**src/hdl/psbb_pkg.sv**
```systemverilog
// Shared constants and controller/datapath interface types for the point sprite box.
`timescale 1ns / 1ps
package psbb_pkg;

  localparam int COORD_BITS = 32;
  localparam int FRAC_BITS  = 16;
  localparam int PROD_W     = 2 * COORD_BITS;
  localparam int DIVD_W     = COORD_BITS - 1 + FRAC_BITS;
  localparam int SQ_W       = 2 * COORD_BITS - 1;
  localparam int DIV_STEPS  = DIVD_W;
  localparam int SQRT_STEPS = COORD_BITS;
  localparam int CNT_W      = $clog2(DIV_STEPS + 1);

  localparam logic [COORD_BITS-1:0] CMAX = {1'b0, {(COORD_BITS-1){1'b1}}};
  localparam logic [COORD_BITS-1:0] CMIN = {1'b1, {(COORD_BITS-1){1'b0}}};
  localparam logic [COORD_BITS-1:0] CW_RESET = COORD_BITS'(1) << FRAC_BITS;

  localparam logic REG_CONSTANT_WIDTH = 1'b0;
  localparam logic REG_PATCH_MODE     = 1'b1;

  typedef struct packed {
    logic load;
    logic mul_w;
    logic mul_rr;
    logic mul_hh;
    logic radius;
    logic div_init;
    logic div_step;
    logic div_done;
    logic sq_sum;
    logic sqrt_step;
    logic sqrt_done;
    logic widen;
  } psbb_cmd_t;

  typedef struct packed {
    logic patch;
    logic ar_zero;
    logic last;
    logic out_busy;
  } psbb_sts_t;

endpackage

```
**src/hdl/psbb_dp.sv**
```systemverilog
// Datapath for the point sprite box: multiplier, divider, square root and box registers.
`timescale 1ns / 1ps
module psbb_dp (
  input  logic                                   clk,
  input  logic                                   rst_n,
  input  psbb_pkg::psbb_cmd_t                    cmd,
  output psbb_pkg::psbb_sts_t                    sts,
  input  logic                                   cfg_we,
  input  logic                                   cfg_index,
  input  logic        [psbb_pkg::COORD_BITS-1:0] cfg_wdata,
  input  logic signed [psbb_pkg::COORD_BITS-1:0] in_point_x,
  input  logic signed [psbb_pkg::COORD_BITS-1:0] in_point_y,
  input  logic signed [psbb_pkg::COORD_BITS-1:0] in_point_z,
  input  logic        [psbb_pkg::COORD_BITS-1:0] in_point_width,
  input  logic        [psbb_pkg::COORD_BITS-1:0] in_aspect_ratio,
  input  logic                                   in_last_point,
  output logic                                   out_valid,
  input  logic                                   out_stall,
  output logic        [psbb_pkg::COORD_BITS-1:0] out_lo [3],
  output logic        [psbb_pkg::COORD_BITS-1:0] out_hi [3]
);

  localparam int CW = psbb_pkg::COORD_BITS;
  localparam int FW = psbb_pkg::FRAC_BITS;
  localparam int PW = psbb_pkg::PROD_W;
  localparam int DW = psbb_pkg::DIVD_W;
  localparam int SW = psbb_pkg::SQ_W;

  logic [CW-1:0] cw_r;
  logic          patch_r;
  logic [CW-1:0] pos_r [3];
  logic [CW-1:0] pw_r, ar_r;
  logic          last_r;
  logic [PW-1:0] prod_r, acc_r;
  logic [CW-1:0] mul_a, mul_b;
  logic [CW-1:0] rad_r, hh_r;
  logic [CW:0]   rem_r;
  logic [DW-1:0] quo_r;
  logic [CW:0]   rem_sh;
  logic [CW:0]   rem_sub;
  logic [SW-1:0] sq_n_r, sq_res_r, sq_bit_r, sq_trial;
  logic [CW-1:0] lo_r [3];
  logic [CW-1:0] hi_r [3];
  logic [CW-1:0] lo_new [3];
  logic [CW-1:0] hi_new [3];
  logic          out_valid_r;

  function automatic logic [CW-1:0] sat_step(input logic [CW-1:0] p,
                                             input logic [CW-1:0] r,
                                             input logic          sub);
    logic [CW:0] s;
    begin
      s = sub ? ({p[CW-1], p} - {1'b0, r}) : ({p[CW-1], p} + {1'b0, r});
      if (s[CW] != s[CW-1]) sat_step = s[CW] ? psbb_pkg::CMIN : psbb_pkg::CMAX;
      else sat_step = s[CW-1:0];
    end
  endfunction

  assign sts.patch    = patch_r;
  assign sts.ar_zero  = (ar_r == '0);
  assign sts.last     = last_r;
  assign sts.out_busy = out_valid_r && out_stall;
  assign out_valid    = out_valid_r;

  always_comb begin
    priority if (cmd.mul_rr) begin
      mul_a = rad_r;
      mul_b = rad_r;
    end else if (cmd.mul_hh) begin
      mul_a = hh_r;
      mul_b = hh_r;
    end else begin
      mul_a = cw_r;
      mul_b = pw_r;
    end
  end

  assign rem_sh   = {rem_r[CW-1:0], quo_r[DW-1]};
  assign rem_sub  = rem_sh - {1'b0, ar_r};
  assign sq_trial = sq_res_r + sq_bit_r;

  always_comb begin
    for (int i = 0; i < 3; i++) begin
      logic [CW-1:0] a, b;
      a = sat_step(pos_r[i], rad_r, 1'b1);
      b = sat_step(pos_r[i], rad_r, 1'b0);
      lo_new[i] = ($signed(a) < $signed(lo_r[i])) ? a : lo_r[i];
      hi_new[i] = ($signed(b) > $signed(hi_r[i])) ? b : hi_r[i];
    end
  end

  always_ff @(posedge clk) begin
    if (!rst_n) begin
      cw_r        <= psbb_pkg::CW_RESET;
      patch_r     <= 1'b0;
      out_valid_r <= 1'b0;
      for (int i = 0; i < 3; i++) begin
        lo_r[i] <= psbb_pkg::CMAX;
        hi_r[i] <= psbb_pkg::CMIN;
      end
    end else begin
      if (cfg_we) begin
        unique case (cfg_index)
          psbb_pkg::REG_CONSTANT_WIDTH: cw_r    <= cfg_wdata;
          psbb_pkg::REG_PATCH_MODE:     patch_r <= cfg_wdata[0];
          default: ;
        endcase
      end
      if (out_valid_r && !out_stall) out_valid_r <= 1'b0;
      if (cmd.widen) begin
        if (last_r) begin
          out_valid_r <= 1'b1;
          for (int i = 0; i < 3; i++) begin
            lo_r[i] <= psbb_pkg::CMAX;
            hi_r[i] <= psbb_pkg::CMIN;
          end
        end else begin
          for (int i = 0; i < 3; i++) begin
            lo_r[i] <= lo_new[i];
            hi_r[i] <= hi_new[i];
          end
        end
      end
    end
  end

  always_ff @(posedge clk) begin
    if (cmd.load) begin
      pos_r[0] <= in_point_x;
      pos_r[1] <= in_point_y;
      pos_r[2] <= in_point_z;
      pw_r     <= in_point_width;
      ar_r     <= in_aspect_ratio;
      last_r   <= in_last_point;
    end
    if (cmd.mul_w || cmd.mul_rr || cmd.mul_hh) prod_r <= mul_a * mul_b;
    if (cmd.mul_hh) acc_r <= prod_r;
    if (cmd.radius) begin
      if (prod_r[PW-1:CW+FW] != '0) rad_r <= psbb_pkg::CMAX;
      else rad_r <= {1'b0, prod_r[CW+FW-1:FW+1]};
    end
    if (cmd.div_init) begin
      hh_r  <= rad_r;
      rem_r <= '0;
      quo_r <= {rad_r[CW-2:0], {FW{1'b0}}};
    end
    if (cmd.div_step) begin
      if (!rem_sub[CW]) begin
        rem_r <= rem_sub;
        quo_r <= {quo_r[DW-2:0], 1'b1};
      end else begin
        rem_r <= rem_sh;
        quo_r <= {quo_r[DW-2:0], 1'b0};
      end
    end
    if (cmd.div_done) begin
      if (quo_r[DW-1:CW-1] != '0) hh_r <= psbb_pkg::CMAX;
      else hh_r <= {1'b0, quo_r[CW-2:0]};
    end
    if (cmd.sq_sum) begin
      sq_n_r   <= acc_r[SW-1:0] + prod_r[SW-1:0];
      sq_res_r <= '0;
      sq_bit_r <= SW'(1) << (SW - 1);
    end
    if (cmd.sqrt_step) begin
      if (sq_n_r >= sq_trial) begin
        sq_n_r   <= sq_n_r - sq_trial;
        sq_res_r <= (sq_res_r >> 1) + sq_bit_r;
      end else begin
        sq_res_r <= sq_res_r >> 1;
      end
      sq_bit_r <= sq_bit_r >> 2;
    end
    if (cmd.sqrt_done) begin
      if (sq_res_r[SW-1:CW-1] != '0) rad_r <= psbb_pkg::CMAX;
      else rad_r <= {1'b0, sq_res_r[CW-2:0]};
    end
    if (cmd.widen && last_r) begin
      for (int i = 0; i < 3; i++) begin
        out_lo[i] <= lo_new[i];
        out_hi[i] <= hi_new[i];
      end
    end
  end

endmodule

```
**config.mk**
```make
export PLATFORM = sky130hd
export DESIGN_NAME = psbb_dp
export DESIGN_NICKNAME = d
export VERILOG_FILES = /design/src/hdl/psbb_pkg.sv /design/src/hdl/psbb_dp.sv
export SDC_FILE = /design/constraint.sdc
export NUM_CORES = 2
export LEC_CHECK = 0
export BUFFER_PORTS_ARGS = -buffer_cell sky130_fd_sc_hd__buf_4
export CORE_ASPECT_RATIO = 1.1
export CORE_UTILIZATION = 45
export CTS_CLUSTER_DIAMETER = 50
export DETAILED_ROUTE_END_ITERATION = 12
export SYNTH_ARGS = -nofsm -noshare
export SYNTH_HDL_FRONTEND = slang
export SYNTH_SLANG_ARGS = --single-unit
```
**constraint.sdc**
```tcl
create_clock -name clk -period 14.3 [get_ports clk]
set_clock_uncertainty 0.15 [all_clocks]
set_input_delay 2.86 -clock clk [delete_from_list [all_inputs] [get_ports clk]]
set_output_delay 2.86 -clock clk [all_outputs]
set_load 0.05 [all_outputs]
```
### Word level (Yosys, flattened, before mapping)

Memories as Yosys holds them, arrays and structs flattened.
Index checks and enable logic that the tools add are counted.

* memories kept: 3
* memory bits (writable): 288
* logic and storage cells: 148
* bits in registers: 719
* output and inout bits: 197

* add/subtract/negate cells: 11
* eq/ne operators: 6
* muxes and demuxes: 69
* $mul: 1
* bitwise gates (word level): 13
* reductions and logical operators: 16
* order comparisons: 7

Memory list
* hi_r: words 3, bits a word 32, read ports 3, clocked after memory_dff 0, write ports 3, RTL line psbb_dp.sv:43 `logic [CW-1:0] hi_r [3];`
* lo_r: words 3, bits a word 32, read ports 3, clocked after memory_dff 0, write ports 3, RTL line psbb_dp.sv:42 `logic [CW-1:0] lo_r [3];`
* pos_r: words 3, bits a word 32, read ports 3, clocked after memory_dff 0, write ports 3, RTL line psbb_dp.sv:31 `logic [CW-1:0] pos_r [3];`

Operators by type and width (number)
* 2-to-1 mux 32 bit: 41
* 2-to-1 mux 63 bit: 6
* subtractor 33 x 32 -> 33 bit: 4
* adder 63 bit: 2
* 2-to-1 mux 61 bit: 2
* adder 33 x 32 -> 33 bit: 3
* greater-than comparator 32 bit: 3
* less-than comparator 32 bit: 3
* 2-to-1 mux 47 bit: 2
* 2-to-1 mux 31 bit: 3
* multiplier 32 x 32 -> 64 bit: 1
* adder 62 x 63 -> 63 bit: 1
* >= comparator 63 bit: 1
* subtractor 63 bit: 1
* zero test 32 bit: 1
* nonzero test 16 bit: 2
* nonzero test 32 bit: 1
* 2-to-1 mux 1 bit: 15
* OR 1 bit: 12
* nonzero test 2 bit: 4
* != test 1 bit: 6
* AND reduction 2 bit: 2
* logical AND 1 bit: 3
* logical OR 1 bit: 2
* other kinds (2): 2

### Longest topological paths before layout

An unclocked memory read counts as a cell.

* depth in word-level cells: 7
* gate-level depth with buffers: 36
* gate-level depth less buffers: 32

### Worst setup path before layout

No wires, ideal clock.

* path type: in2reg
* start: in cmd[9] (netlist name)
* end: reg prod_r[57] (data pin)
* library setup time: 261 ps
* setup slack: 2936 ps
* arrival: 10953 ps
* buffers on the path: 4
* data required time: 13889 ps
* cell stages on the path: 30
* cell sequence: clkbuf_1 buf_1 clkbuf_1 nand2_1 nand2_1 clkbuf_1 nor2_1 fa_1 fa_1 inv_1 fa_1 fa_1 fa_1 inv_1 fa_1 fa_1 inv_1 fa_1 inv_1 ha_1 and3_1 a211o_1 a21o_1 a21oi_1 a211oi_1 nor4_1 nor2_1 or2_2 a21o_1 xor2_1

* longest elaborated chain between the ends: 2

Ends and longest elaborated chain
* from (decl): RTL line psbb_dp.sv:6 `input psbb_pkg::psbb_cmd_t cmd,`
* 2-to-1 mux 32 bit: RTL line psbb_dp.sv:66 `priority if (cmd.mul_rr) begin`
* multiplier 32 x 32 -> 64 bit (*): RTL line psbb_dp.sv:136 `if (cmd.mul_w || cmd.mul_rr || cmd.mul_hh) prod_r <= mul_a * mul_b;`
* to (signal assigned): RTL line psbb_dp.sv:136
* to (decl): RTL line psbb_dp.sv:34 `logic [PW-1:0] prod_r, acc_r;`

Mark *: on every way between the ends. The rest lies on a longest branch, timed or not.
A chain may end at the register's enable or synchronous reset.

### Worst setup path after layout

* start: in cmd[8] (netlist name)
* end: reg prod_r[54] (data pin)

* longest elaborated chain between the ends: 3

Ends and longest elaborated chain
* 2-to-1 mux 32 bit: RTL line psbb_dp.sv:69 `end else if (cmd.mul_hh) begin`
* 2-to-1 mux 32 bit: RTL line psbb_dp.sv:66
* multiplier 32 x 32 -> 64 bit (*): RTL line psbb_dp.sv:136

Marks and branches as above.

==> results.yml <==
status:
  status: "complete, no violations"
layout:
  final_net_count: 12700
  layout-drive-gt1-share_pct: 9.03
  synthToLayoutAreaGrowth_pct: 10.9
  nFillCells: 20600
  final_cell_area_sq_um: 110000
floorplan:
  start_util_pct: 45.3
  die_y_um: 494
  pin_count: 407
  die_w_um: 450
  die-area_sq_um: 222000
  core_area_sq_um: 219000
  num_rows: 180
setup_path:
  crit_fanout: 111
  critical_path_class: "in2reg"
  cpMaxStageDelayCell: "and2_1"
  start_kind: "input pin"
  cp-end-kind: "flop"
  critical_path.max_stage_delay_ns: 0.96
  critPathArrivalTime_ns: 12.42
  worstPathRequired_ns: 14.70
  cp_common_cell: "fa_1"
drt:
  vias: 80300
  vias_per_cell: 5.83
  first_pass_iters: 6
  postRouteAntennaNets: 0
  drt-total-wl_mm: 368
  remaining_drc_errors: 0
  drt_iter0_markers: 7259
  wl_per_cell_um: 26.7
global_routing:
  grt_pass1_vias: 79800
  overflow: 0
  grtUsageTotal_pct: 32.6
  grt_pass1_wl_mm: 533
  antenna_found_initial: 25
  grt_max_degree: 115
clock_network:
  cts_resized: 0
  numCtsBuffers: 140
  cts.htree.levels: 4
  cts_buffer_depth: 3
  post_cts_buffers: 0
  ctsHoldBuffers: 0
  clock_sinks: 1005
  cts_root_buf: "clkbuf_16"
  clk_pin_slew_worst_paths_ns: 0.06
  cts_tree: "built"
  clk_latency_ns: 0.82
synthesis:
  synthesis.nets: 12500
  synth_area_sq_um: 99200
  ys.flop_type: "edfxtp_1"
  ys_seq_elements: 1005
  ys_seq_area_share_pct: 29.4
  netlist_instances: 10500
  yosysWarnings: 0
  synth_area_per_cell_sq_um: 9.41
  synth_edf_count: 907
  synth.distinct_cells: 92
  synthArstFlopShare_pct: 0
timing:
  timing.fmax_ghz: 0.0832
  setup_violations: 0
  hold_viol: 0
  period_needed_ns: 12.02
  timing.hold.ws_ns: 0.321
  rsz0062_at_grt: "no"
  fin_crit_sh_pct: 84.0
  slew-limit-headroom_pct: 14.9
  fin_tns_setup_ns: 0
  tightest_slew_ns: 1.28
  drv_slew: 0
min_path:
  hold_class: "reg2reg"
placement:
  dpl-instance-area_sq_um: 105000
  hpwlAfterDp_mm: 292
  io_buffer_count: 406
  place_congestion: 1.02
job:
  cap_violations: 0
-- layout by cell type (no fill, tap or decap), drive strengths merged, types with 32 or more instances in the layout --
| cell | n |
|---|---|
| o21bai | 100 |
| or3 | 35 |
| o21ai | 498 |
| a21boi | 59 |
| xnor2 | 282 |
| nand2b | 155 |
| o31ai | 40 |
| a31oi | 79 |
| and2 | 162 |
| nand3 | 120 |
| nand4 | 111 |
| o21a | 60 |
| a21o | 225 |
| mux2 | 105 |
| fa | 905 |
| nand2 | 1059 |
| dfxtp | 98 |
| a211oi | 62 |
| clkbuf | 167 |
| a21oi | 666 |
| and3 | 44 |
| clkinv | 43 |
| nor2 | 1059 |
| inv | 1392 |
| nor3 | 88 |
| a22o | 148 |
| nor2b | 85 |
| o22a | 65 |
| buf | 549 |
| xor2 | 180 |
| o211ai | 32 |
| ha | 865 |
| mux2i | 54 |
| nor4 | 46 |
| edfxtp | 907 |
-- critical path: cells and delay by family --
family          cells  cell delay [ns]
compound gates     13             2.81
xor+xnor            1             0.08
simple gates        2             1.04
fa+ha+maj           9             4.43
buf+inv             5             0.95
-- kinds of logic (layout without fill, tap and decap cells) --
| kind of cell | count (synthesis) | after routing | synth area share (%) |
|---|---|---|---|
| other cells | 0 | 15 | 0 |
| xor+xnor | 462 | 462 | 4.08 |
| simple gates | 3042 | 3042 | 13.7 |
| compound gates | 2243 | 2243 | 14.6 |
| flops | 1005 | 1005 | 29.4 |
| fa+ha+maj | 1770 | 1770 | 29.2 |
| buf+inv | 1862 | 2171 | 7.15 |
| mux | 159 | 159 | 1.84 |
-- flip-flops by register name, summed over array words and instances (netlist names), 31 cells and up --
register	count
acc_r	63
ar_r	32
cw_r	32
hh_r	31
hi_r	96
lo_r	96
out_hi	96
out_lo	96
pos_r	96
prod_r	64
pw_r	32
quo_r	47
rad_r	31
rem_r	32
sq_bit_r	32
sq_n_r	63
sq_res_r	63
-- stage by stage --
step | setup WS (ns) | cells | utilization [%]
global route | 2.06 | 13800 | 50.2
finish | 2.28 | 13800 | 50.2
detailed placement | 1.62 | 13500 | 48.0
global placement | 1.69 | 13500 | 48.0
floorplan | 2.94 | 10500 | -
CTS | 2.50 | 13800 | 50.2
-- path summary, 6_finish.rpt --
| path | start | end | slack [ns] | cells past startpoint |
|---|---|---|---|---|
| hold / removal | cw_r[21]$_SDFFE_PN0P_ | cw_r[21]$_SDFFE_PN0P_ | 0.32 | 2 |
| setup reg to reg | rad_r[2]$_DFFE_PP_ | lo_r[0][21]$_SDFFCE_PN1P_ | 3.27 | 29 |
| hold reg to reg | cw_r[21]$_SDFFE_PN0P_ | cw_r[21]$_SDFFE_PN0P_ | 0.32 | 2 |
| setup / recovery | cmd[8] | prod_r[54]$_DFFE_PP_ | 2.28 | 30 |
-- synth_stat cells (all sizes together), types with 60 or more instances --
master | instances | area, sq um
a31oi | 79 | 509
a21oi | 666 | 3330
a211oi | 62 | 465
xnor2 | 282 | 2470
and2 | 162 | 1010
a21o | 225 | 1690
ha | 865 | 10800
nand3 | 120 | 601
xor2 | 180 | 1580
nor3 | 88 | 460
buf | 62 | 333
nand4 | 111 | 694
nand2 | 1059 | 3980
a22o | 148 | 1300
fa | 905 | 18100
o22a | 65 | 569
o21ai | 498 | 2500
o21bai | 100 | 751
o21a | 60 | 450
inv | 1358 | 5100
nor2 | 1059 | 3980
edfxtp | 907 | 27200
nor2b | 85 | 532
dfxtp | 98 | 1960
clkbuf | 438 | 1640
mux2 | 105 | 1280
nand2b | 155 | 970
-- per-layer routing --
layer | part of all wire [%] | GRT usage [%] | vias to the layer above
li1 | - | - | 36100
met1 | 40 | 40.9 | 40200
met2 | 47 | 53.8 | 3253
met3 | 6.7 | 5.22 | 810
met4 | 6.3 | 18.3 | 16
met5 | 0.025 | 0 | -
-- final cells by class --
type / count / area, sq um / area share [%]
clock inverter: 93 / 1150 / 1.05
multi-input combinational: 7676 / 63000 / 57.3
sequential: 1005 / 29200 / 26.5
antenna: 15 / 37.5 / 0.0341
inverter: 1362 / 5110 / 4.65
tap: 2912 / 3640 / 3.31
clock buffer: 166 / 3680 / 3.35
timing repair buffer: 550 / 4150 / 3.77
Power is not shown: default switching activity piles up to over one toggle a cycle in this logic, so the estimate is an artifact.
