## config.mk

```make
export PLATFORM = sky130hd
export DESIGN_NAME = psbb_ctrl
export DESIGN_NICKNAME = d
export VERILOG_FILES = /design/src/hdl/psbb_pkg.sv /design/src/hdl/psbb_ctrl.sv
export SDC_FILE = /design/constraint.sdc
export NUM_CORES = 1
export LEC_CHECK = 0
export CAP_MARGIN = 15
export CELL_PAD_IN_SITES_DETAIL_PLACEMENT = 1
export CELL_PAD_IN_SITES_GLOBAL_PLACEMENT = 2
export CORE_MARGIN = 2
export CORE_UTILIZATION = 30
export DETAILED_ROUTE_END_ITERATION = 16
export DONT_BUFFER_PORTS = 1
export PLACE_DENSITY_LB_ADDON = 0.2
export SETUP_SLACK_MARGIN = 0.05
export SKIP_CTS_REPAIR_TIMING = 1
export SKIP_LAST_GASP = 1
export SYNTH_ARGS = -nofsm -noshare
export SYNTH_HDL_FRONTEND = slang
export SYNTH_SLANG_ARGS = --single-unit
```

## constraint.sdc

```tcl
create_clock -name clk -period 1.6 [get_ports clk]
set_input_delay 0.32 -clock clk [delete_from_list [all_inputs] [get_ports clk]]
set_output_delay 0.32 -clock clk [all_outputs]
set_load 0.01 [all_outputs]
```

## src/hdl/psbb_pkg.sv

```systemverilog
// Shared constants and controller/datapath interface types for the point sprite box.
`timescale 1ns / 1ps
package psbb_pkg;

  localparam int COORD_BITS = 32;
  localparam int FRAC_BITS  = 16;
  localparam int PROD_W     = 2 * COORD_BITS;
  localparam int DIVD_W     = COORD_BITS - 1 + FRAC_BITS;
  localparam int SQ_W       = 2 * COORD_BITS - 1;
  localparam int DIV_STEPS  = DIVD_W;
  localparam int SQRT_STEPS = COORD_BITS;
  localparam int CNT_W      = $clog2(DIV_STEPS + 1);

  localparam logic [COORD_BITS-1:0] CMAX = {1'b0, {(COORD_BITS-1){1'b1}}};
  localparam logic [COORD_BITS-1:0] CMIN = {1'b1, {(COORD_BITS-1){1'b0}}};
  localparam logic [COORD_BITS-1:0] CW_RESET = COORD_BITS'(1) << FRAC_BITS;

  localparam logic REG_CONSTANT_WIDTH = 1'b0;
  localparam logic REG_PATCH_MODE     = 1'b1;

  typedef struct packed {
    logic load;
    logic mul_w;
    logic mul_rr;
    logic mul_hh;
    logic radius;
    logic div_init;
    logic div_step;
    logic div_done;
    logic sq_sum;
    logic sqrt_step;
    logic sqrt_done;
    logic widen;
  } psbb_cmd_t;

  typedef struct packed {
    logic patch;
    logic ar_zero;
    logic last;
    logic out_busy;
  } psbb_sts_t;

endpackage

```

## src/hdl/psbb_ctrl.sv

```systemverilog
// Sequencing state machine for the point sprite box: steps the shared datapath per request.
`timescale 1ns / 1ps
module psbb_ctrl (
  input  logic                clk,
  input  logic                rst_n,
  input  logic                in_valid,
  output logic                in_stall,
  input  psbb_pkg::psbb_sts_t sts,
  output psbb_pkg::psbb_cmd_t cmd
);

  typedef enum logic [3:0] {
    ST_IDLE, ST_MULW, ST_RAD, ST_DIVI, ST_DIV, ST_DIVF,
    ST_SQR, ST_SQH, ST_SUM, ST_SQRT, ST_SQF, ST_WIDEN
  } state_t;

  state_t                     state_r, state_nxt;
  logic [psbb_pkg::CNT_W-1:0] cnt_r, cnt_nxt;

  assign in_stall = (state_r != ST_IDLE);

  always_comb begin
    cmd           = '0;
    state_nxt     = state_r;
    cnt_nxt       = cnt_r;
    unique case (state_r)
      ST_IDLE: begin
        if (in_valid) begin
          cmd.load  = 1'b1;
          state_nxt = ST_MULW;
        end
      end
      ST_MULW: begin
        cmd.mul_w = 1'b1;
        state_nxt = ST_RAD;
      end
      ST_RAD: begin
        cmd.radius = 1'b1;
        state_nxt  = sts.patch ? ST_DIVI : ST_WIDEN;
      end
      ST_DIVI: begin
        cmd.div_init = 1'b1;
        cnt_nxt      = psbb_pkg::CNT_W'(psbb_pkg::DIV_STEPS);
        state_nxt    = sts.ar_zero ? ST_SQR : ST_DIV;
      end
      ST_DIV: begin
        cmd.div_step = 1'b1;
        cnt_nxt      = cnt_r - 1'b1;
        if (cnt_r == psbb_pkg::CNT_W'(1)) state_nxt = ST_DIVF;
      end
      ST_DIVF: begin
        cmd.div_done = 1'b1;
        state_nxt    = ST_SQR;
      end
      ST_SQR: begin
        cmd.mul_rr = 1'b1;
        state_nxt  = ST_SQH;
      end
      ST_SQH: begin
        cmd.mul_hh = 1'b1;
        state_nxt  = ST_SUM;
      end
      ST_SUM: begin
        cmd.sq_sum = 1'b1;
        cnt_nxt    = psbb_pkg::CNT_W'(psbb_pkg::SQRT_STEPS);
        state_nxt  = ST_SQRT;
      end
      ST_SQRT: begin
        cmd.sqrt_step = 1'b1;
        cnt_nxt       = cnt_r - 1'b1;
        if (cnt_r == psbb_pkg::CNT_W'(1)) state_nxt = ST_SQF;
      end
      ST_SQF: begin
        cmd.sqrt_done = 1'b1;
        state_nxt     = ST_WIDEN;
      end
      ST_WIDEN: begin
        // A closing request waits until the previous box has been taken.
        if (!(sts.last && sts.out_busy)) begin
          cmd.widen = 1'b1;
          state_nxt = ST_IDLE;
        end
      end
      default: state_nxt = ST_IDLE;
    endcase
  end

  always_ff @(posedge clk) begin
    if (!rst_n) begin
      state_r <= ST_IDLE;
      cnt_r   <= '0;
    end else begin
      state_r <= state_nxt;
      cnt_r   <= cnt_nxt;
    end
  end

endmodule

```

=== Yosys cells after proc, flatten, opt, wreduce, memory -nomap -nowiden ===
Cells that the tools add are included.

* Bits in registers: 10
* Input port bits: 7
* Output and inout port bits: 13
* Word-level logic and storage cells: 47

* $add $sub $neg: 1
* Eq/ne operators: 16
* Mux-type cells: 22
* Reduce and logical (&&, ||, !) cells: 6

{| class="wikitable"
|+ Operators by type and width
! kind !! number
|-
| 4-bit case mux with 12 select lines || 1
|-
| 4-bit 2-to-1 mux || 5
|-
| 6-bit case mux with 3 select lines || 1
|-
| 4-bit by 3-bit equality test with 1-bit output, second input constant || 4
|-
| 4-bit equality test, second input constant || 4
|-
| 1-bit 2-to-1 mux || 14
|-
| 4-bit by 2-bit equality test with 1-bit output, second input constant || 2
|-
| 2-bit != test, second input constant || 4
|-
| 6-bit by 1-bit equality test with 1-bit output, second input constant || 1
|-
| 6-bit by 1-bit subtractor with 6-bit output, second input constant || 1
|-
| 4-bit by 1-bit equality test with 1-bit output, second input constant || 1
|-
| 4-bit zero test || 1
|-
| 4-bit AND reduction || 1
|-
| 4-bit nonzero test || 1
|-
| 3-bit nonzero test || 1
|-
| 2-bit 2-to-1 mux || 1
|-
| 2-bit OR reduction || 1
|-
| 1-bit logical AND || 1
|}

=== Logic depth before layout (Yosys ltp) ===
Gate-level depths: netlist of run 1.

* Word-level depth: 3
* Depth in mapped cells: 6
* Gate-level depth less buffers: 6

=== Worst setup path after synthesis of run 1 ===
No wires, ideal clock.

* Kind: register to register
* Start: reg state_r[2]
* End: reg state_r[1]
* Setup time: 117 ps
* Arrival time: 1442 ps
* Required time: 1483 ps
* Slack: 41 ps
* Stages on the path, launching flop included: 6
* Buffers on the path: 1
* Period minus slack after synthesis: 1559 ps
* Path through: dfxtp_1 -> buf_6 -> or4_1 -> nor2_1 -> a211oi_2 -> a32o_1

* Word-level cells in the longest chain between the ends: 3
* Elaborated cells between the ends (all ways): 18
* Those cells by class: eq/ne (15); mux (1); reduce/logical (2)

{| class="wikitable"
|+ Ends and longest elaborated chain
! what !! line !! RTL
|-
| from (decl) || psbb_ctrl.sv:17 || <nowiki>state_t state_r, state_nxt;</nowiki>
|-
| from (signal assigned) || psbb_ctrl.sv:93 || <nowiki>state_r <= state_nxt;</nowiki>
|-
| 4-bit equality test (tied with other cells) || psbb_ctrl.sv:26 || <nowiki>unique case (state_r)</nowiki>
|-
| 2-bit != test (no line) || - ||
|-
| 4-bit AND reduction (no line) || - ||
|}

Parallel ways exist; a longest one is shown, timed or not.
A chain may end at the register's enable or synchronous reset.

=== Final worst setup path of run 1 ===
* Start: reg state_r[2]
* End: out in_stall

* Word-level cells in the longest chain between the ends: 1

{| class="wikitable"
|+ Ends and longest elaborated chain
! what !! line !! RTL
|-
| 4-bit nonzero test || psbb_ctrl.sv:20 || <nowiki>assign in_stall = (state_r != ST_IDLE);</nowiki>
|-
| to (decl) || psbb_ctrl.sv:7 || <nowiki>output logic in_stall,</nowiki>
|}

Every way passes these cells.

==> results.txt, run 1 <==
----------------------------------------------------
[Run status]
  Run status ... finished with violations
  Violated checks ... negative setup slack

[Drt]
  Number of antenna-violating nets in the routed design ... 0
  Via count ... approximately 800
  Count of routing violations after the opening detailed-route iteration ... 20
  Routed length per instance ... about 17 um
  Total DRC errors in the routed layout ... 0
  Routed via count divided by cell count ... between 5 and 6
  Number of search-and-repair iterations in the first detailed-routing pass ... 4
  Total wire length after detailed routing ... 2.45 mm

[Clock tree]
  Clock tree from TritonCTS ... built
  Insertion delay of the later-clocked pin in the worst-skew pair ... 280 ps
  Depth of the CTS H-tree ... 1
  Max clock buf depth ... 2
  Clock transition at the registers of the reported paths ... 90 ps
  Clock Root Buffer ... sky130_fd_sc_hd__clkbuf_4
  Total clock buffers created by CTS ... 3
  Num Clock Sinks ... 10

[Logic synthesis]
  Simple-gate share of the synthesized area ... 0.352
  Post-Synthesis Net Count ... ~110
  Main combinational cell family by area after synthesis ... simple AND/OR/NAND/NOR gates
  Share of synthesized area spent on multiplexers ... 0.0517
  Number of enable flip-flop cells after synthesis ... 0
  Async set or reset register ratio after synthesis ... 0
  Post-synthesis register bit count ... 10
  Cell count after synthesis ... 97
  Post-Synth XOR/XNOR Area ... 0.0226
  Cells taking the most area after synthesis ... sky130_fd_sc_hd__dfxtp_1, sky130_fd_sc_hd__mux2i_1, sky130_fd_sc_hd__o21ai_0
  Post-synthesis sequential area ratio ... 0.258
  Mean cell area of the mapped netlist ... around 8.0 um^2
  Library cell with the largest summed area after synthesis ... sky130_fd_sc_hd__dfxtp_1
  Post-synthesis share of cell area spent on full adders, half adders and majority gates ... 0.0323
  Main synth FF type ... sky130_fd_sc_hd__dfxtp_1
  Compound-cell area share of the yosys netlist ... 0.221
  Number of distinct library cell variants in the gate-level netlist after synthesis ... 39
  Area fraction of the dominant cell type after synthesis ... 0.258
  Combined area of all synthesized cells ... 774 um^2
  Total of warnings raised by yosys ... 0

[Run]
  Max-cap violation count ... 0

[Worst setup path]
  Worst flop-to-flop path startpoint ... state_r[0]
  Data required time of the critical path ... 1280 ps
  Crit path max fanout ... 8
  End of the worst register-to-register path ... cnt_r[4]
  Kind of capture point of the worst setup path ... output pin
  Startpoint Class ... register
  Class of the most critical setup path ... reg -> out
  WP data arrival ... 1350 ps
  Flop-to-flop setup slack ... 10 ps
  Worst reg-to-reg path cell count ... 5

[Layout]
  Share of post-route cells with drive strength above 1 ... 0.398
  Post-layout nets ... 123
  Area used by sequential logic in the layout ... roughly 220 um^2
  Count of filler cells inserted in the layout ... 297
  Multi-input gate area ... between 600 and 700 um^2
  Commonest non-fill, non-tap cell in the layout ... sky130_fd_sc_hd__buf_4
  Final core utilization ... 0.427
  Leading cell types in the layout, fill and taps excluded ... sky130_fd_sc_hd__buf_4, sky130_fd_sc_hd__nand2_1, sky130_fd_sc_hd__o21ai_0
  Area growth, synth to finish ... 35.2%
  Number of non-filler instances in the completed layout ... 143
  Diodes inserted ... 0

[Timing]
  PnR worst setup slack ... -66.8 ps
  Final Max Tran Viols ... 0
  Worst clock skew ... 6.83 ps
  Final number of hold-violating endpoints ... 0
  Final min period ... 1670 ps
  Transition time at the pin with the least slew margin ... ~340 ps
  Unrepaired setup endpoints after global routing ... true
  Tightest hold margin ... 164 ps
  Post-route clock period utilization ... 1.04
  Total setup violations reported at the end of the flow ... 1
  Worst slew margin relative to its limit ... 0.775
  F_max ... about 600 MHz

[GRT]
  Antenna violations before repair ... 0
  Via count of the first global-routing pass ... around 760
  Wire length of the first global-routing pass ... 3.75 mm
  Overall global routing resource usage ... 0.177
  Global route overflow ... 0
  Pin count of the biggest net entering global routing ... 14

[Floorplanning]
  Area of the die ... 3000 um^2
  Initial core utilization ... 0.315
  Vertical die dimension ... roughly 55 um
  Core Footprint ... 2450 um^2
  IO Pins ... 20
  Die width ... 54.8 um
  Placement Rows ... 18

[Worst hold path]
  Sink of the worst hold path ... cnt_r[4]
  Min-delay src ... rst_n
  Worst min path class ... in -> reg
  Worst hold path cell count ... 1

[Pwr]
  Worst vdd rail ir drop ... 1160 uV
  Cell Pwr Density ... 1980 nW/um^2
  Total chip power ... 2.07 mW
  Leak pwr ... 0.422 nW

[Place]
  Place WS ... -20.6 ps
  Weighted congestion at the end of routability-driven global placement ... 0.797
  Port Buffer Count ... 0
  HPWL after detailed placement ... roughly 1.7 mm
  Post-Place Cells ... 136

----------------------------------------------------
==> flip-flops by register name, indices dropped and copies added, names as in the netlist <==
signal / count
state_r: 4
cnt_r: 6
==> power by group <==
group | switching (mW) | internal (mW) | total [mW]
Clock | 0.110 | 0.138 | 0.248
Combinational | 0.656 | 0.655 | 1.31
Sequential | 0.137 | 0.376 | 0.513
==> synth_stat cells, types with 2 or more instances <==
master                     count
sky130_fd_sc_hd__a21oi_1       2
sky130_fd_sc_hd__inv_1         4
sky130_fd_sc_hd__mux2i_1       4
sky130_fd_sc_hd__nand2b_1      5
sky130_fd_sc_hd__and3_1        4
sky130_fd_sc_hd__dfxtp_1      10
sky130_fd_sc_hd__a221oi_1      2
sky130_fd_sc_hd__o21ai_0       7
sky130_fd_sc_hd__a21boi_0      4
sky130_fd_sc_hd__nor2_1        9
sky130_fd_sc_hd__buf_2         2
sky130_fd_sc_hd__ha_1          2
sky130_fd_sc_hd__nand2_1       7
sky130_fd_sc_hd__or4_1         3
sky130_fd_sc_hd__nor3_1        6
sky130_fd_sc_hd__clkbuf_1      3
==> worst max-delay path, stage by stage (launching register included) <==
cell	delay (ps)
sky130_fd_sc_hd__dfxtp_4	380
sky130_fd_sc_hd__or4_4	550
sky130_fd_sc_hd__buf_6	140
==> cell type report <==
class / count / share of cell area
multi-input cells: 77 / 0.573
flip-flops and latches: 10 / 0.208
repair buffers: 18 / 0.134
well taps: 30 / 0.0358
clock buffers: 4 / 0.0346
inverters: 4 / 0.0143
==> per-layer routing <==
metal	wire, um	track usage
met3	104	0.0410
met4	10	0.0750
met5	0	0
met2	1170	0.258
met1	1160	0.246
==> how the worst max path moves through the flow <==
stage / from / to / slack [ps] / cells past startpoint
after detailed placement: state_r[0] / cnt_r[4] / -20 / 4
after global routing: state_r[1] / in_stall / -100 / 3
final: state_r[2] / in_stall / -70 / 2
after CTS: state_r[0] / cmd[10] / -210 / 3
after floorplan: cnt_r[0] / cnt_r[1] / 70 / 6
after global placement: state_r[0] / cnt_r[4] / 6 / 4
==> cells by family (layout without fill, tap and decap cells) <==
group                    count (synthesis)  in the layout
multiplexers                             4              4
AO/OA/AOI/OAI                           24             24
adder cells (fa/ha/maj)                  2              2
XOR/XNOR                                 2              2
AND/OR/NAND/NOR                         45             45
buffers and inverters                   10             26
flip-flops                              10             10
==> per-stage QoR <==
stage / setup TNS, ps / area (um^2)
after floorplan: 0 / 778
after global placement: 0 / 896
after detailed placement: -20.6 / 896
after CTS: -1340 / 932
after global routing: -258 / 1050
final: -66.8 / 1050
No activity file was read; power rests on OpenSTA's default activity.
==> run 2: changes to the inputs <==
--- a/config.mk
+++ b/config.mk
@@ -5,7 +5,7 @@
 export SDC_FILE = /design/constraint.sdc
 export NUM_CORES = 1
 export LEC_CHECK = 0
-export CAP_MARGIN = 15
+export CAP_MARGIN = 20
 export CELL_PAD_IN_SITES_DETAIL_PLACEMENT = 1
 export CELL_PAD_IN_SITES_GLOBAL_PLACEMENT = 2
 export CORE_MARGIN = 2
==> constraint.sdc (replaced) <==
create_clock -name clk -period 1.7 [get_ports clk]
set_input_delay 0.34 -clock clk [delete_from_list [all_inputs] [get_ports clk]]
set_output_delay 0.34 -clock clk [all_outputs]
set_load 0.01 [all_outputs]
==> run 2 against run 1 <==
Compared with the run above: the run now ends clean; die area unchanged; cell count down 2.1%; sequential share of layout area grew 1.3 points; sequential power is 4.9% lower; critical path depth up 1; largest cell class unchanged; highest routed layer unchanged.
==> results.txt, run 2 (same netlist as run 1, synthesis figures left out) <==
----------------------------------------------------
[GRT]
  Overall global routing resource usage ... 0.176 (-0.000666)
  Global route overflow ... 0 (unchanged)
  Pin count of the biggest net entering global routing ... 15 (+1)
  Wire length of the first global-routing pass ... 3.73 mm (-0.37%)
  Via count of the first global-routing pass ... 768 (+1.6%)
  Antenna violations before repair ... 0 (unchanged)

[Pwr]
  Leak pwr ... 0.394 nW (-6.7%)
  Design internal power ... 0.993 mW (-15%)
  Clock share of power ... 0.133 (+0.013)
  Part of the total power dissipated in combinational logic ... 0.591 (-0.042)
  Total chip power ... 1.77 mW (-15%)
  Worst vdd rail ir drop ... 789 uV (-32%)
  Reported net switching power ... 0.773 mW (-14%)
  Proportion of power drawn by flip-flops and latches ... 0.276 (+0.028)
  Switching portion of total power ... 0.437 (+0.00176)
  Cell Pwr Density ... 1840 nW/um^2 (-6.8%)

[Drt]
  Via count ... 761 (-5.3%)
  Routed length per instance ... 16.4 um (-4.4%)
  Routed met1 length ... 1.10 mm (-5.0%)
  Total DRC errors in the routed layout ... 0 (unchanged)
  DR WL met2 ... 1.06 mm (-9.3%)
  Met3 WL ... 110 um (+5.8%)
  Number of antenna-violating nets in the routed design ... 0 (unchanged)
  Routed via count divided by cell count ... 5.44 (-3.3%)
  Number of search-and-repair iterations in the first detailed-routing pass ... 4 (unchanged)
  Count of routing violations after the opening detailed-route iteration ... 14 (-30%)
  Highest metal layer with signal wires ... met4
  Total wire length after detailed routing ... 2.29 mm (-6.4%)

[Layout]
  Commonest non-fill, non-tap cell in the layout ... sky130_fd_sc_hd__buf_4
  Number of flip-flops under the largest register name ... 6 (unchanged)
  Top flop regs ... cnt_r x6, state_r x4
  Leading cell types in the layout, fill and taps excluded ... sky130_fd_sc_hd__buf_4, sky130_fd_sc_hd__nor2_1, sky130_fd_sc_hd__nand2_1, sky130_fd_sc_hd__o21ai_0
  Area growth, synth to finish ... 23.7%
  Register ranked first by flip-flop count ... cnt_r
  Diodes inserted ... 0 (unchanged)
  Share of post-route cells with drive strength above 1 ... 0.300 (-0.0982)
  Number of non-filler instances in the completed layout ... 140 (-2.1%)
  Post-layout nets ... 120 (-2.4%)

[Clock tree]
  Clock Root Buffer ... sky130_fd_sc_hd__clkbuf_4
  Clock tree from TritonCTS ... built
  Depth of the CTS H-tree ... 1 (unchanged)
  Max clock buf depth ... 2 (unchanged)
  Insertion delay of the later-clocked pin in the worst-skew pair ... 280 ps (about the same)
  Clock transition at the registers of the reported paths ... 80 ps (about the same)
  Total clock buffers created by CTS ... 3 (unchanged)
  Num Clock Sinks ... 10 (unchanged)

[Floorplanning]
  Vertical die dimension ... 54.8 um (unchanged)
  IO Pins ... 20 (unchanged)
  Initial core utilization ... 0.315 (unchanged)
  Placement Rows ... 18 (unchanged)
  Die width ... 54.8 um (unchanged)
  Area of the die ... 3000 um^2 (unchanged)
  Core Footprint ... 2450 um^2 (unchanged)

[Place]
  HPWL after detailed placement ... 1.74 mm (+0.54%)
  Port Buffer Count ... 0 (unchanged)
  Post-Place Cells ... 134 (-1.5%)
  Weighted congestion at the end of routability-driven global placement ... 0.740 (-7.2%)

[Run status]
  Run status ... finished, final reports clean

[Worst setup path]
  Worst setup path startpoint ... state_r[1]
  Flop-to-flop setup slack ... 190 ps (+180 ps)
  Class of the most critical setup path ... reg -> out
  Worst reg-to-reg path cell count ... 5 (unchanged)
  Worst flop-to-flop path startpoint ... state_r[1]
  WP data arrival ... 1340 ps (about the same)
  Data required time of the critical path ... 1360 ps (+80 ps)
  Kind of capture point of the worst setup path ... output pin
  Crit path max fanout ... 9 (+1)
  Startpoint Class ... register

[Timing]
  Final min period ... 1680 ps
  Unrepaired setup endpoints after global routing ... true
  Transition time at the pin with the least slew margin ... 429 ps (+92.8 ps)
  Final number of hold-violating endpoints ... 0 (unchanged)
  Worst slew margin relative to its limit ... 0.712 (-0.0631)
  Worst clock skew ... 3.15 ps (-3.68 ps)
  F_max ... ~600 MHz
  Post-route clock period utilization ... 0.986
  Total setup violations reported at the end of the flow ... 0 (-1)
  Final Max Tran Viols ... 0 (unchanged)

[Run]
  Max-cap violation count ... 0 (unchanged)

[Worst hold path]
  Min-delay src ... rst_n
  Worst min path class ... in -> reg
  Worst hold path cell count ... 1 (unchanged)

----------------------------------------------------
-- run 2: final cells by class --
| cell class | count | area (um^2) |
|---|---|---|
| fillers | 313 | 1500 |
| multi-input cells | 77 | 542 |
| flip-flops and latches | 10 | 211 |
| repair buffers | 15 | 116 |
| well taps | 30 | 37.5 |
| clock buffers | 4 | 36.3 |
| inverters | 4 | 15.0 |
-- run 2: worst max-delay path, stage by stage (launching register included) --
cell                      delay [ps]
sky130_fd_sc_hd__dfxtp_2         340
sky130_fd_sc_hd__buf_4           160
sky130_fd_sc_hd__or4_4           430
sky130_fd_sc_hd__buf_6           140
-- run 2: power groups by stage --
stage / clock (mW) / combinational [mW] / sequential (mW)
2_1_floorplan: 0 / 0.688 / 0.429
3_3_place_gp: 0 / 0.956 / 0.468
3_5_place_dp: 0 / 0.957 / 0.482
4_1_cts: 0.241 / 0.965 / 0.476
5_1_grt: 0.246 / 1.19 / 0.503
6_report: 0.234 / 1.04 / 0.488
-- run 2: routing by layer --
layer | up-vias | GRT usage
li1 | 382 | -
met1 | 364 | 0.238
met2 | 13 | 0.278
met3 | 2 | 0.0574
met4 | 0 | 0.0250
met5 | - | 0
-- run 2: path summary, 6_finish.rpt --
check	endpoint
max	in_stall
min	cnt_r[4]
max reg2reg	cnt_r[4]
min reg2reg	cnt_r[5]
-- run 2: stage by stage --
step | setup WS [ps] | hold slack (ps) | setup TNS, ps | util | area, um^2
final | 23.0 | 176 | 0 | 0.390 | 958
after global placement | 99.5 | 464 | 0 | 0.357 | 877
after floorplan | 141 | 506 | 0 | - | 774
after CTS | -172 | 173 | -612 | 0.372 | 913
after detailed placement | 56.6 | 464 | 0 | 0.357 | 877
after global routing | -11.5 | 189 | -18.3 | 0.390 | 958
==> run 3: changes to the inputs <==
==> constraint.sdc (replaced) <==
create_clock -name clk -period 1.7 [get_ports clk]
set_input_delay 0.34 -clock clk [delete_from_list [all_inputs] [get_ports clk]]
set_output_delay 0.34 -clock clk [all_outputs]
set_load 0.05 [all_outputs]
==> run 3 against run 2 <==
Compared with the run above: the run now ends with negative setup slack left; sequential share of layout area down 3.9 points; via count increased by 7.5%; power rose by 27%; sequential cell count did not move; register-to-register slack worse by 120 ps; die area unchanged; non-clock buffer count is 12 higher; count of clock-buffer cells in the layout unchanged; setup slack got worse by 32 ps; clock power barely moved; critical endpoint unchanged; largest power group unchanged; highest routed layer unchanged.
==> results.txt, run 3 (same netlist as run 1, synthesis figures left out) <==
----------------------------------------------------
[Worst setup path]
  Crit path max fanout ... 7 (-2)
  Flop-to-flop setup slack ... 70 ps (-120 ps)
  Data required time of the critical path ... 1360 ps (about the same)
  CP cell instances ... or4_4, buf_6
  WP data arrival ... 1370 ps (+30 ps)
  Number of cells on the critical path ... 2 (-1)
  End of the worst register-to-register path ... cnt_r[4]
  Worst reg-to-reg path cell count ... 7 (+2)
  Largest delay contributor family on the critical path ... simple AND/OR/NAND/NOR gates
  Startpoint Class ... register
  Kind of capture point of the worst setup path ... output pin
  Crit-path slowest cell ... sky130_fd_sc_hd__or4_4
  Max incr delay on CP ... 550 ps (+120 ps)
  Class of the most critical setup path ... reg -> out
  Buffers and inverters on the worst path ... 1 (-1)
  Worst flop-to-flop path startpoint ... state_r[2]

[Timing]
  Final min period ... 1710 ps (+32.1 ps)
  Final Max Tran Viols ... 0 (unchanged)
  Total setup violations reported at the end of the flow ... 1 (+1)
  Worst slew margin relative to its limit ... 0.646 (-0.0656)
  Unrepaired setup endpoints after global routing ... true
  Tightest hold margin ... 192 ps (+15.5 ps)
  Final number of hold-violating endpoints ... 0 (unchanged)
  Transition time at the pin with the least slew margin ... 527 ps (+97.6 ps)
  F_max ... 585 MHz (-1.9%)
  Worst clock skew ... 1.32 ps (-1.83 ps)
  Post-route clock period utilization ... 1.01 (+0.0189)
  PnR worst setup slack ... -9.13 ps (-32.1 ps)

[Drt]
  Number of antenna-violating nets in the routed design ... 0 (unchanged)
  Total DRC errors in the routed layout ... 0 (unchanged)
  Routed length per instance ... 16.0 um (-2.1%)
  Count of routing violations after the opening detailed-route iteration ... 10 (-4)
  Routed via count divided by cell count ... 5.38 (-1.0%)
  Total wire length after detailed routing ... 2.44 mm (+6.3%)
  Number of search-and-repair iterations in the first detailed-routing pass ... 3 (-1)
  Via count ... 818 (+7.5%)

[Layout]
  Count of filler cells inserted in the layout ... 284 (-9.3%)
  Diodes inserted ... 0 (unchanged)
  Final core utilization ... 0.485 (+0.0948)
  Register ranked first by flip-flop count ... cnt_r
  Area growth, synth to finish ... 53.8%
  Number of flip-flops under the largest register name ... 6 (unchanged)
  Post-layout nets ... 132 (+10%)
  Share of post-route cells with drive strength above 1 ... 0.426 (+0.126)
  Leading cell types in the layout, fill and taps excluded ... sky130_fd_sc_hd__buf_4, sky130_fd_sc_hd__nand2_1, sky130_fd_sc_hd__o21ai_0
  Top flop regs ... cnt_r x6, state_r x4
  Post-Layout Inst Area ... 1190 um^2 (+24%)
  Commonest non-fill, non-tap cell in the layout ... sky130_fd_sc_hd__buf_4

[GRT]
  Global route overflow ... 0 (unchanged)
  Wire length of the first global-routing pass ... 3.77 mm (+1.1%)
  Pin count of the biggest net entering global routing ... 16 (+1)
  Overall global routing resource usage ... 0.178 (+0.00196)
  Via count of the first global-routing pass ... 802 (+4.4%)
  Antenna violations before repair ... 0 (unchanged)

[Floorplanning]
  Area of the die ... 3000 um^2 (unchanged)
  Die width ... 54.8 um (unchanged)
  Vertical die dimension ... 54.8 um (unchanged)
  IO Pins ... 20 (unchanged)
  Initial core utilization ... 0.315 (unchanged)
  Core Footprint ... 2450 um^2 (unchanged)
  Placement Rows ... 18 (unchanged)

[Clock tree]
  Depth of the CTS H-tree ... 1 (unchanged)
  Num Clock Sinks ... 10 (unchanged)
  Insertion delay of the later-clocked pin in the worst-skew pair ... 270 ps (about the same)
  Max clock buf depth ... 2 (unchanged)
  Clock tree from TritonCTS ... built
  Clock Root Buffer ... sky130_fd_sc_hd__clkbuf_4
  Clock transition at the registers of the reported paths ... 80 ps (about the same)
  Total clock buffers created by CTS ... 3 (unchanged)

[Pwr]
  Cell Pwr Density ... 1880 nW/um^2 (+2.3%)
  Worst vdd rail ir drop ... 1190 uV (+51%)
  Total chip power ... 2.25 mW (+27%)
  Leak pwr ... 0.490 nW (+24%)

[Run]
  Max-cap violation count ... 0 (unchanged)

[Worst hold path]
  Worst hold path cell count ... 1 (unchanged)
  Min-delay src ... rst_n
  Sink of the worst hold path ... cnt_r[4]
  Worst min path class ... in -> reg

[Place]
  Place WS ... 32.5 ps (-24.1 ps)
  Post-placement cell area ... 1020 um^2 (+16%)
  Port Buffer Count ... 0 (unchanged)
  Weighted congestion at the end of routability-driven global placement ... 0.753 (+1.8%)
  HPWL after detailed placement ... 1.84 mm (+5.9%)

[Run status]
  Violated checks ... negative setup slack
  Run status ... finished with violations

----------------------------------------------------
run 3: changes by cell type in the layout (fill, tap and decap cells not counted), moves of 2 or more:
cell,previous run,this run
sky130_fd_sc_hd__buf_6,1,6
sky130_fd_sc_hd__buf_12,0,4
sky130_fd_sc_hd__buf_8,0,2
sky130_fd_sc_hd__dfxtp_2,3,1
sky130_fd_sc_hd__dfxtp_4,2,4
sky130_fd_sc_hd__nand2b_1,5,3
sky130_fd_sc_hd__nor2_4,0,2
run 3: metrics by stage:
step	cells	TNS, ps
final	152	-9.13
after global routing	152	-105
after CTS	146	-1350
after detailed placement	142	0
after global placement	142	0
after floorplan	97	-348
run 3: worst max path at each step:
stage          startpoint          to  slack, ps
2_1_floorplan  state_r[1]    cnt_r[4]       -110
3_3_place_gp   state_r[1]  state_r[3]         80
3_5_place_dp   state_r[2]    cnt_r[4]         30
4_1_cts        state_r[3]      cmd[0]       -200
5_1_grt        state_r[2]    in_stall        -50
6_report       state_r[2]    in_stall         -9
run 3: power by group:
group / internal [mW] / total, mW / switching, mW / leakage (nW)
clock network: 0.130 / 0.231 / 0.101 / 0.0210
logic: 0.680 / 1.49 / 0.808 / 0.384
registers: 0.352 / 0.526 / 0.173 / 0.0849
run 3: per-layer routing:
layer / vias to the layer above / global-route usage / share of wire
li1: 405 / - / -
met1: 400 / 0.217 / 0.45
met2: 11 / 0.298 / 0.51
met3: 2 / 0.0574 / 0.035
met4: 0 / 0.0500 / 0.0041
met5: - / 0 / 0
run 3: worst reg2reg max path: cells and delay by family, from the launching register on:
family	cells	cell delay, ps
buffers and inverters	3	410
AND/OR/NAND/NOR	1	170
AO/OA/AOI/OAI	3	550
flip-flops	1	390
run 3: cell type report:
class                   count  area [um^2]  share of cell area
clock buffers               4         36.3              0.0305
inverters                   4         15.0              0.0126
multi-input cells          77          596               0.500
flip-flops and latches     10          216               0.182
well taps                  30         37.5              0.0315
repair buffers             27          290               0.244
